**config.mk**
```make
export PLATFORM = sky130hd
export DESIGN_NAME = sorted_insert_priority_queue_top
export DESIGN_NICKNAME = d
export VERILOG_FILES = /design/src/hdl/spq_pkg.sv /design/src/hdl/sorted_insert_priority_queue_top.sv
export VERILOG_INCLUDE_DIRS = /design/src /design/src/hdl
export SDC_FILE = /design/constraint.sdc
export NUM_CORES = 1
export LEC_CHECK = 0
export BUFFER_PORTS_ARGS = -buffer_cell sky130_fd_sc_hd__buf_4
export CAP_MARGIN = 20
export CORE_ASPECT_RATIO = 1.25
export CORE_MARGIN = 2
export CORE_UTILIZATION = 31
export DETAILED_ROUTE_END_ITERATION = 8
export PLACE_DENSITY = 0.43
export SYNTH_ARGS = -nofsm -noshare
export SYNTH_HDL_FRONTEND = slang
export SYNTH_SLANG_ARGS = --single-unit
```
**constraint.sdc**
```tcl
create_clock -name i_clk -period 5.6 [get_ports i_clk]
set_input_delay 0.28 -clock i_clk [delete_from_list [all_inputs] [get_ports i_clk]]
set_output_delay 0.28 -clock i_clk [all_outputs]
set_load 0.005 [all_outputs]
```
**src/hdl/sorted_insert_priority_queue_top_defines.svh**
```systemverilog
// Assertion macros for the sorted insert priority queue.
// Included by the top level; no other dependencies.
`ifndef SORTED_INSERT_PRIORITY_QUEUE_TOP_DEFINES_SVH
`define SORTED_INSERT_PRIORITY_QUEUE_TOP_DEFINES_SVH

`ifndef SYNTHESIS
// Checked on every clock edge outside reset.
`define SPQ_ASSERT(lbl, prop) \
    lbl: assert property (@(posedge i_clk) disable iff (!i_rst_n) (prop)) \
        else $error("spq assertion failed");
// Checked on every clock edge, reset included.
`define SPQ_ASSERT_ALWAYS(lbl, prop) \
    lbl: assert property (@(posedge i_clk) (prop)) \
        else $error("spq assertion failed");
`else
`define SPQ_ASSERT(lbl, prop)
`define SPQ_ASSERT_ALWAYS(lbl, prop)
`endif

`endif

```
**src/hdl/spq_pkg.sv**
```systemverilog
// Package for the sorted insert priority queue: sizes, command and status
// codes, and the packed item types of the command and result ports.
// No dependencies.
`timescale 1ns / 1ps

package spq_pkg;

    localparam int DEPTH          = 16;
    localparam int NAME_BITS      = 16;
    localparam int IDX_W          = $clog2(DEPTH);
    localparam int CNT_W          = $clog2(DEPTH + 1);

    localparam int CMD_W          = 2;
    localparam int TAG_W          = 16;
    localparam int PRIO_W         = 8;
    localparam int STATUS_W       = 2;
    localparam int ENTRY_COUNT_W  = 5;

    localparam logic [CMD_W-1:0] CMD_INSERT = 2'd0;
    localparam logic [CMD_W-1:0] CMD_SHOW   = 2'd1;
    localparam logic [CMD_W-1:0] CMD_CLEAR  = 2'd2;

    localparam logic [STATUS_W-1:0] ST_DONE  = 2'd0;
    localparam logic [STATUS_W-1:0] ST_FULL  = 2'd1;
    localparam logic [STATUS_W-1:0] ST_EMPTY = 2'd2;
    localparam logic [STATUS_W-1:0] ST_ENTRY = 2'd3;

    typedef struct packed {
        logic [CMD_W-1:0]  command;
        logic [TAG_W-1:0]  name_tag;
        logic [PRIO_W-1:0] priority_req;
    } t_spq_cmd;

    typedef struct packed {
        logic [STATUS_W-1:0]      status;
        logic [TAG_W-1:0]         entry_name;
        logic [PRIO_W-1:0]        entry_priority;
        logic [ENTRY_COUNT_W-1:0] entry_count;
        logic                     last;
    } t_spq_res;

endpackage

```
**src/hdl/sorted_insert_priority_queue_top.sv**
```systemverilog
// Sorted insert priority queue top level: sequencer, entry memory and
// result register. Depends on spq_pkg and the assertion macro header.
`timescale 1ns / 1ps
`include "sorted_insert_priority_queue_top_defines.svh"

// A command is taken when start is high and busy is low; busy stays high
// until its last result has been shown. Every result appears for one cycle
// with o_valid high and must be taken then, since the receiver cannot stall
// the block. An insert walks the sorted memory from the tail toward the head
// one entry per cycle through a single compare and a single read and write
// port. It ends in S_INS_CMP on its first compare when the new entry lands
// at the tail, and passes through S_INS_PUT when it lands at the head. A
// refused or first insert, a clear and an empty show give their result
// straight from S_IDLE. A show of N entries emits one result per cycle in
// S_SHOW. The memory needs no clearing pass.
module sorted_insert_priority_queue_top
    import spq_pkg::*;
(
    input  logic     i_clk,
    input  logic     i_rst_n,
    input  logic     start,
    input  t_spq_cmd i_cmd,
    output logic     busy,
    output logic     o_valid,
    output t_spq_res o_result
);

    typedef enum logic [1:0] {
        S_IDLE,
        S_INS_CMP,
        S_INS_PUT,
        S_SHOW
    } t_state;

    t_state                r_state, n_state;
    logic [IDX_W-1:0]      r_idx, n_idx;
    logic [CNT_W-1:0]      r_count, n_count;
    logic [NAME_BITS-1:0]  r_tag, n_tag;
    logic [PRIO_W-1:0]     r_prio, n_prio;
    logic                  r_valid, n_valid;
    t_spq_res              r_out, n_out;

    // Entry memory: one write and one registered read per cycle.
    logic [NAME_BITS-1:0]  r_name_mem [DEPTH];
    logic [PRIO_W-1:0]     r_prio_mem [DEPTH];
    logic [NAME_BITS-1:0]  r_rd_name;
    logic [PRIO_W-1:0]     r_rd_prio;

    logic                  wr_en;
    logic [IDX_W-1:0]      wr_addr;
    logic [NAME_BITS-1:0]  wr_name;
    logic [PRIO_W-1:0]     wr_prio;
    logic [IDX_W-1:0]      rd_addr;

    function automatic t_spq_res f_res(input logic [STATUS_W-1:0] st,
                                       input logic [CNT_W-1:0] cnt);
        t_spq_res res;
        res                = '0;
        res.status         = st;
        res.entry_count    = ENTRY_COUNT_W'(cnt);
        res.last           = 1'b1;
        return res;
    endfunction

    always_comb begin
        n_state = r_state;
        n_idx   = r_idx;
        n_count = r_count;
        n_tag   = r_tag;
        n_prio  = r_prio;
        n_valid = 1'b0;
        n_out   = r_out;
        wr_en   = 1'b0;
        wr_addr = r_idx;
        wr_name = r_tag;
        wr_prio = r_prio;
        rd_addr = r_idx;

        case (r_state)
            S_IDLE: begin
                // Prefetch the tail for an insert, the head for a show.
                if (i_cmd.command == CMD_SHOW) begin
                    rd_addr = '0;
                end else begin
                    rd_addr = IDX_W'(r_count - CNT_W'(1));
                end
                if (start) begin
                    n_tag  = NAME_BITS'(i_cmd.name_tag);
                    n_prio = i_cmd.priority_req;
                    case (i_cmd.command)
                        CMD_INSERT: begin
                            if (r_count >= CNT_W'(DEPTH)) begin
                                n_valid = 1'b1;
                                n_out   = f_res(ST_FULL, r_count);
                            end else if (r_count == '0) begin
                                wr_en   = 1'b1;
                                wr_addr = '0;
                                wr_name = NAME_BITS'(i_cmd.name_tag);
                                wr_prio = i_cmd.priority_req;
                                n_count = CNT_W'(1);
                                n_valid = 1'b1;
                                n_out   = f_res(ST_DONE, CNT_W'(1));
                            end else begin
                                n_idx   = IDX_W'(r_count);
                                n_state = S_INS_CMP;
                            end
                        end
                        CMD_SHOW: begin
                            if (r_count == '0) begin
                                n_valid = 1'b1;
                                n_out   = f_res(ST_EMPTY, r_count);
                            end else begin
                                n_idx   = '0;
                                n_state = S_SHOW;
                            end
                        end
                        CMD_CLEAR: begin
                            n_count = '0;
                            n_valid = 1'b1;
                            n_out   = f_res(ST_DONE, '0);
                        end
                        default: begin
                            n_valid = 1'b1;
                            n_out   = f_res(ST_DONE, r_count);
                        end
                    endcase
                end
            end
            S_INS_CMP: begin
                // r_idx is the free slot; the entry just above it is in the read register.
                wr_en = 1'b1;
                if (r_rd_prio >= r_prio) begin
                    n_count = r_count + CNT_W'(1);
                    n_valid = 1'b1;
                    n_out   = f_res(ST_DONE, r_count + CNT_W'(1));
                    n_state = S_IDLE;
                end else begin
                    wr_name = r_rd_name;
                    wr_prio = r_rd_prio;
                    n_idx   = r_idx - IDX_W'(1);
                    if (r_idx == IDX_W'(1)) begin
                        n_state = S_INS_PUT;
                    end else begin
                        rd_addr = r_idx - IDX_W'(2);
                    end
                end
            end
            S_INS_PUT: begin
                wr_en   = 1'b1;
                n_count = r_count + CNT_W'(1);
                n_valid = 1'b1;
                n_out   = f_res(ST_DONE, r_count + CNT_W'(1));
                n_state = S_IDLE;
            end
            S_SHOW: begin
                rd_addr              = r_idx + IDX_W'(1);
                n_idx                = r_idx + IDX_W'(1);
                n_valid              = 1'b1;
                n_out                = f_res(ST_ENTRY, r_count);
                n_out.entry_name     = TAG_W'(r_rd_name);
                n_out.entry_priority = r_rd_prio;
                n_out.last           = (CNT_W'(r_idx) + CNT_W'(1)) == r_count;
                if (n_out.last) begin
                    n_state = S_IDLE;
                end
            end
            default: begin
                n_state = S_IDLE;
            end
        endcase
    end

    always_ff @(posedge i_clk) begin
        if (wr_en) begin
            r_name_mem[wr_addr] <= wr_name;
            r_prio_mem[wr_addr] <= wr_prio;
        end
        r_rd_name <= r_name_mem[rd_addr];
        r_rd_prio <= r_prio_mem[rd_addr];
    end

    always_ff @(posedge i_clk) begin
        if (!i_rst_n) begin
            r_state <= S_IDLE;
            r_idx   <= '0;
            r_count <= '0;
            r_valid <= 1'b0;
        end else begin
            r_state <= n_state;
            r_idx   <= n_idx;
            r_count <= n_count;
            r_valid <= n_valid;
            r_tag   <= n_tag;
            r_prio  <= n_prio;
            r_out   <= n_out;
        end
    end

    assign busy     = (r_state != S_IDLE);
    assign o_valid  = r_valid;
    assign o_result = r_out;

    `SPQ_ASSERT(a_count_bounded, r_count <= CNT_W'(DEPTH))
    `SPQ_ASSERT(a_last_frees_block, o_valid |-> (o_result.last == !busy))
    `SPQ_ASSERT(a_count_moves_with_result, !$stable(r_count) |-> o_valid)
    `SPQ_ASSERT(a_full_insert_keeps_count,
        (start && !busy && i_cmd.command == CMD_INSERT && r_count == CNT_W'(DEPTH))
        |=> (r_count == CNT_W'(DEPTH) && o_valid && o_result.status == ST_FULL))

endmodule
```
==> impl_summary.txt <==
----------------------------------------------------
[Status]
  Outcome ... completed

[Routing]
  DRT antenna net count ... 0
  Wirelength per Cell ... between 20 and 25 um
  Drc violations ... 0
  DRC violation total after the first TritonRoute iteration ... 899
  Drt pass-1 iters ... 5
  Routed via count ... 10580
  Total wire length ... 52.4 mm
  Post-detailed-route via-to-cell ratio ... 4.88

[Clock tree]
  Num CTS Buffers ... 50
  Clock slew at the register clock pins of the worst setup and hold paths ... 0.06 ns
  Clock Tree Buf Depth ... 3
  Number of clock sinks seen by CTS ... 476
  Later-pin clock latency in the skew report ... 0.58 ns
  Clock root buffer ... sky130_fd_sc_hd__clkbuf_16
  CTS tree ... built
  Number of H-tree levels ... 2

[Die]
  Initial core utilization ... approximately a third
  Number of cell rows ... 102
  Core Box Area ... 62000 sq um
  Die area ... 64900 sq um
  Die span in x ... around 230 um
  Die height ... ~280 um
  Boundary pin count ... 63

[Cells and area]
  Cell area after layout ... 23000 sq um
  Filler Cell Count ... 5855
  Total Nets Final ... ~1300
  Count of inserted antenna diode cells ... 0
  Fraction of final layout cells sized beyond drive strength 1 ... 20.5%
  Area growth, synth to finish ... 18.1%
  Most common cell after layout, fill and taps aside ... sky130_fd_sc_hd__edfxtp_1
  Highest-count cells in the layout ignoring fill and taps ... 440 x sky130_fd_sc_hd__edfxtp_1, 167 x sky130_fd_sc_hd__mux2i_1, 96 x sky130_fd_sc_hd__buf_4

[Min path]
  Min-Delay Path Depth ... 2
  WHS Endpoint ... o_result[30]$_DFFE_PP_
  Min-delay worst type ... in -> reg
  Critical hold path startpoint ... i_cmd[24]

[Critical path]
  Crit end category ... flip-flop
  Depth of the critical timing path with buffers and inverters included ... 11
  Cell-by-cell trace of the critical path ... ha_1 -> nor2b_1 -> o211ai_1 -> a311oi_4 -> o311ai_1 -> nand2_8 -> buf_12 -> mux2i_1 -> mux2i_1 -> o22ai_1 -> a211oi_2
  Top Family by Delay on Critical Path ... compound AO/OA/AOI/OAI gates
  Stage delay of the slowest cell on the critical path ... 0.71 ns
  Worst r2r src ... r_rd_prio[1]$_DFF_P_
  Crit Path Max Fanout ... between 60 and 70
  Critical Path Start Type ... flip-flop
  Critical R2R Capture ... r_rd_name[12]$_DFF_P_
  Start point of the critical path ... r_rd_prio[1]$_DFF_P_
  Flop-to-flop setup slack ... 1.62 ns
  Cell count of the worst reg-to-reg path ... 11
  Most frequent cell on the critical path ... sky130_fd_sc_hd__mux2i_1
  Critical path start-end classification ... reg -> reg
  Arrival time worst endpoint ... between 4 and 5 ns
  Slowest library cell on the worst path ... sky130_fd_sc_hd__o311ai_1
  Endpoint required time on the critical path ... 6.03 ns
  Critical path buffers and inverters ... 1

[GRT]
  First-pass GRT wire length ... 76.8 mm
  Largest net degree at the start of global routing ... 73
  Final global-route overflow total ... 0
  Number of antenna violations at the first check in global routing ... 1
  Via count of the first global-routing pass ... 10995
  Aggregate global-route resource usage ... between 15 and 20%

[Synth]
  Post-synthesis cell count ... 1187
  Unique cell type count in the Yosys netlist ... 64
  Fraction of registers with async set/reset ... 0%
  Synthesis-stage register bit count ... 476
  Sequential-to-total area share from yosys stat ... 71.5%
  Number of enable flip-flop cells after synthesis ... 440
  Net count after synthesis ... 1237
  Synth warn ... 0
  Syn Area/Cell ... 16.4 sq um
  Most used DFF post-synth ... sky130_fd_sc_hd__edfxtp_1
  Synthesized cell area ... 19500 sq um

[Timing]
  Total negative slack ... 0 ns
  Crit path time final ... 3.98 ns
  Fin. Hold Viols ... 0
  Worst Tran Pin Value ... 1.11 ns
  Setup repair after global routing missed its margin ... false
  Worst slew slack as a fraction of its limit ... 25.8%
  Final-report max-slew violation count ... 0
  Count of endpoints failing setup in the final report ... 0
  Share of the clock period used by the worst path ... a little under three quarters
  Maximum clock frequency ... ~250 MHz
  Worst Clk Skew ... between 0.015 and 0.02 ns

[Power]
  Sequential Power Share ... 37.8%
  Internal Dissipation ... 0.00836 W
  Peak supply drop ... 0.000314 V
  Pwr Density ... roughly 550 nW/um^2
  Combinational cell fraction of total power ... 35.2%
  Leakage power ... 7.92 nW
  Switching power of the nets ... between 0.004 and 0.005 W
  Switching share of power ... 33.8%
  Clk network pwr share ... 26.9%

[Place]
  Post-DP Area ... 21100 sq um
  Total of buffers placed on input and output ports ... 62
  Gp weighted congestion ... roughly 0.77
  HPWL after detailed placement ... between 20 and 30 mm

[Flow run]
  Number of violations of the max-capacitance limit ... 0

----------------------------------------------------
-- sequential cells by signal (all words and copies together), names as in the netlist, 4 cells and up --
register    count
o_result       32
r_count         5
r_idx           4
r_name_mem    256
r_prio          8
r_prio_mem    128
r_rd_name      16
r_rd_prio       8
r_tag          16
-- per-stage QoR --
| stage | setup WS [ns] | hold WS [ns] | total power (W) | utilization, % | std cells |
|---|---|---|---|---|---|
| after global placement | 1.62 | 0.471 | 0.00934 | 33.9 | 2050 |
| after floorplan | 0.895 | 0.379 | 0.00797 | - | 1187 |
| after detailed placement | 1.60 | 0.471 | 0.00938 | 34.0 | 2051 |
| after CTS | 1.54 | 0.0827 | 0.0128 | 37.1 | 2165 |
| after global routing | 1.38 | 0.0842 | 0.0133 | 37.1 | 2166 |
| final | 1.62 | 0.113 | 0.0126 | 37.1 | 2166 |
-- synth_stat cells, drive strengths merged, types with 3 or more instances --
master | number | area share [%]
edfxtp | 440 | 68
mux2i | 167 | 8.6
nand2 | 58 | 1.1
nor2 | 50 | 0.99
o21ai | 49 | 1.3
inv | 46 | 0.89
buf | 37 | 1.3
dfxtp | 36 | 3.7
clkbuf | 29 | 0.56
mux2 | 28 | 1.6
a211oi | 26 | 1.5
and2 | 26 | 0.85
o22ai | 25 | 0.80
a222oi | 24 | 1.2
mux4 | 23 | 2.7
ha | 21 | 1.3
a21oi | 14 | 0.36
nor3 | 10 | 0.26
nor2b | 9 | 0.29
nand2b | 8 | 0.26
xnor2 | 7 | 0.31
nand3 | 6 | 0.15
nor4 | 4 | 0.13
a21boi | 3 | 0.12
a22o | 3 | 0.13
o31ai | 3 | 0.12
-- per-layer routing --
layer | vias up | global-route usage, % | part of all wire [%]
li1 | 4833 | - | -
met5 | - | 0 | 0
met2 | 219 | 27.3 | 49
met1 | 5463 | 21.7 | 45
met4 | 0 | 4.25 | 2.0
met3 | 65 | 2.35 | 3.8
-- cell type report --
cell class / instances / area, sq um / share of cell area (%)
tap: 832 / 1040 / 4.52
sequential: 476 / 13900 / 60.6
multi-input combinational: 598 / 5150 / 22.4
inverter: 47 / 176 / 0.767
clock inverter: 24 / 305 / 1.33
timing repair buffer: 124 / 1040 / 4.51
clock buffer: 65 / 1360 / 5.91
-- worst max path at each step --
stage,endpoint,slack (ns)
global route,r_rd_prio[0]$_DFF_P_,1.38
finish,r_rd_name[12]$_DFF_P_,1.62
detailed placement,r_rd_name[1]$_DFF_P_,1.60
floorplan,r_name_mem[9][0]$_DFFE_PP_,0.89
global placement,r_rd_prio[0]$_DFF_P_,1.62
CTS,r_rd_prio[5]$_DFF_P_,1.54
-- cells by family (layout without fill, tap and decap cells) --
family | count (synthesis) | after routing | share of synthesized area (%)
buffers and inverters | 113 | 260 | 2.77
adder cells (fa/ha/maj) | 21 | 21 | 1.35
AO/OA/AOI/OAI | 168 | 168 | 6.62
XOR/XNOR | 9 | 9 | 0.405
AND/OR/NAND/NOR | 182 | 182 | 4.45
multiplexers | 218 | 218 | 12.9
flip-flops | 476 | 476 | 71.5
-- power by group through the flow --
stage	clock (W)	combinational (W)	sequential, W
finish	0.00340	0.00445	0.00478
global placement	0	0.00449	0.00485
CTS	0.00349	0.00455	0.00478
global route	0.00364	0.00484	0.00482
detailed placement	0	0.00452	0.00486
floorplan	0	0.00321	0.00476
-- timing repair --
action                                  4_1_cts  5_1_grt
setup buffers                                 0        0
hold buffers                                 25        0
endpoints found under the hold margin        30        0
resized for setup                             0        0
endpoints found under the setup margin        0        0
(Power assumes the default switching activity.)
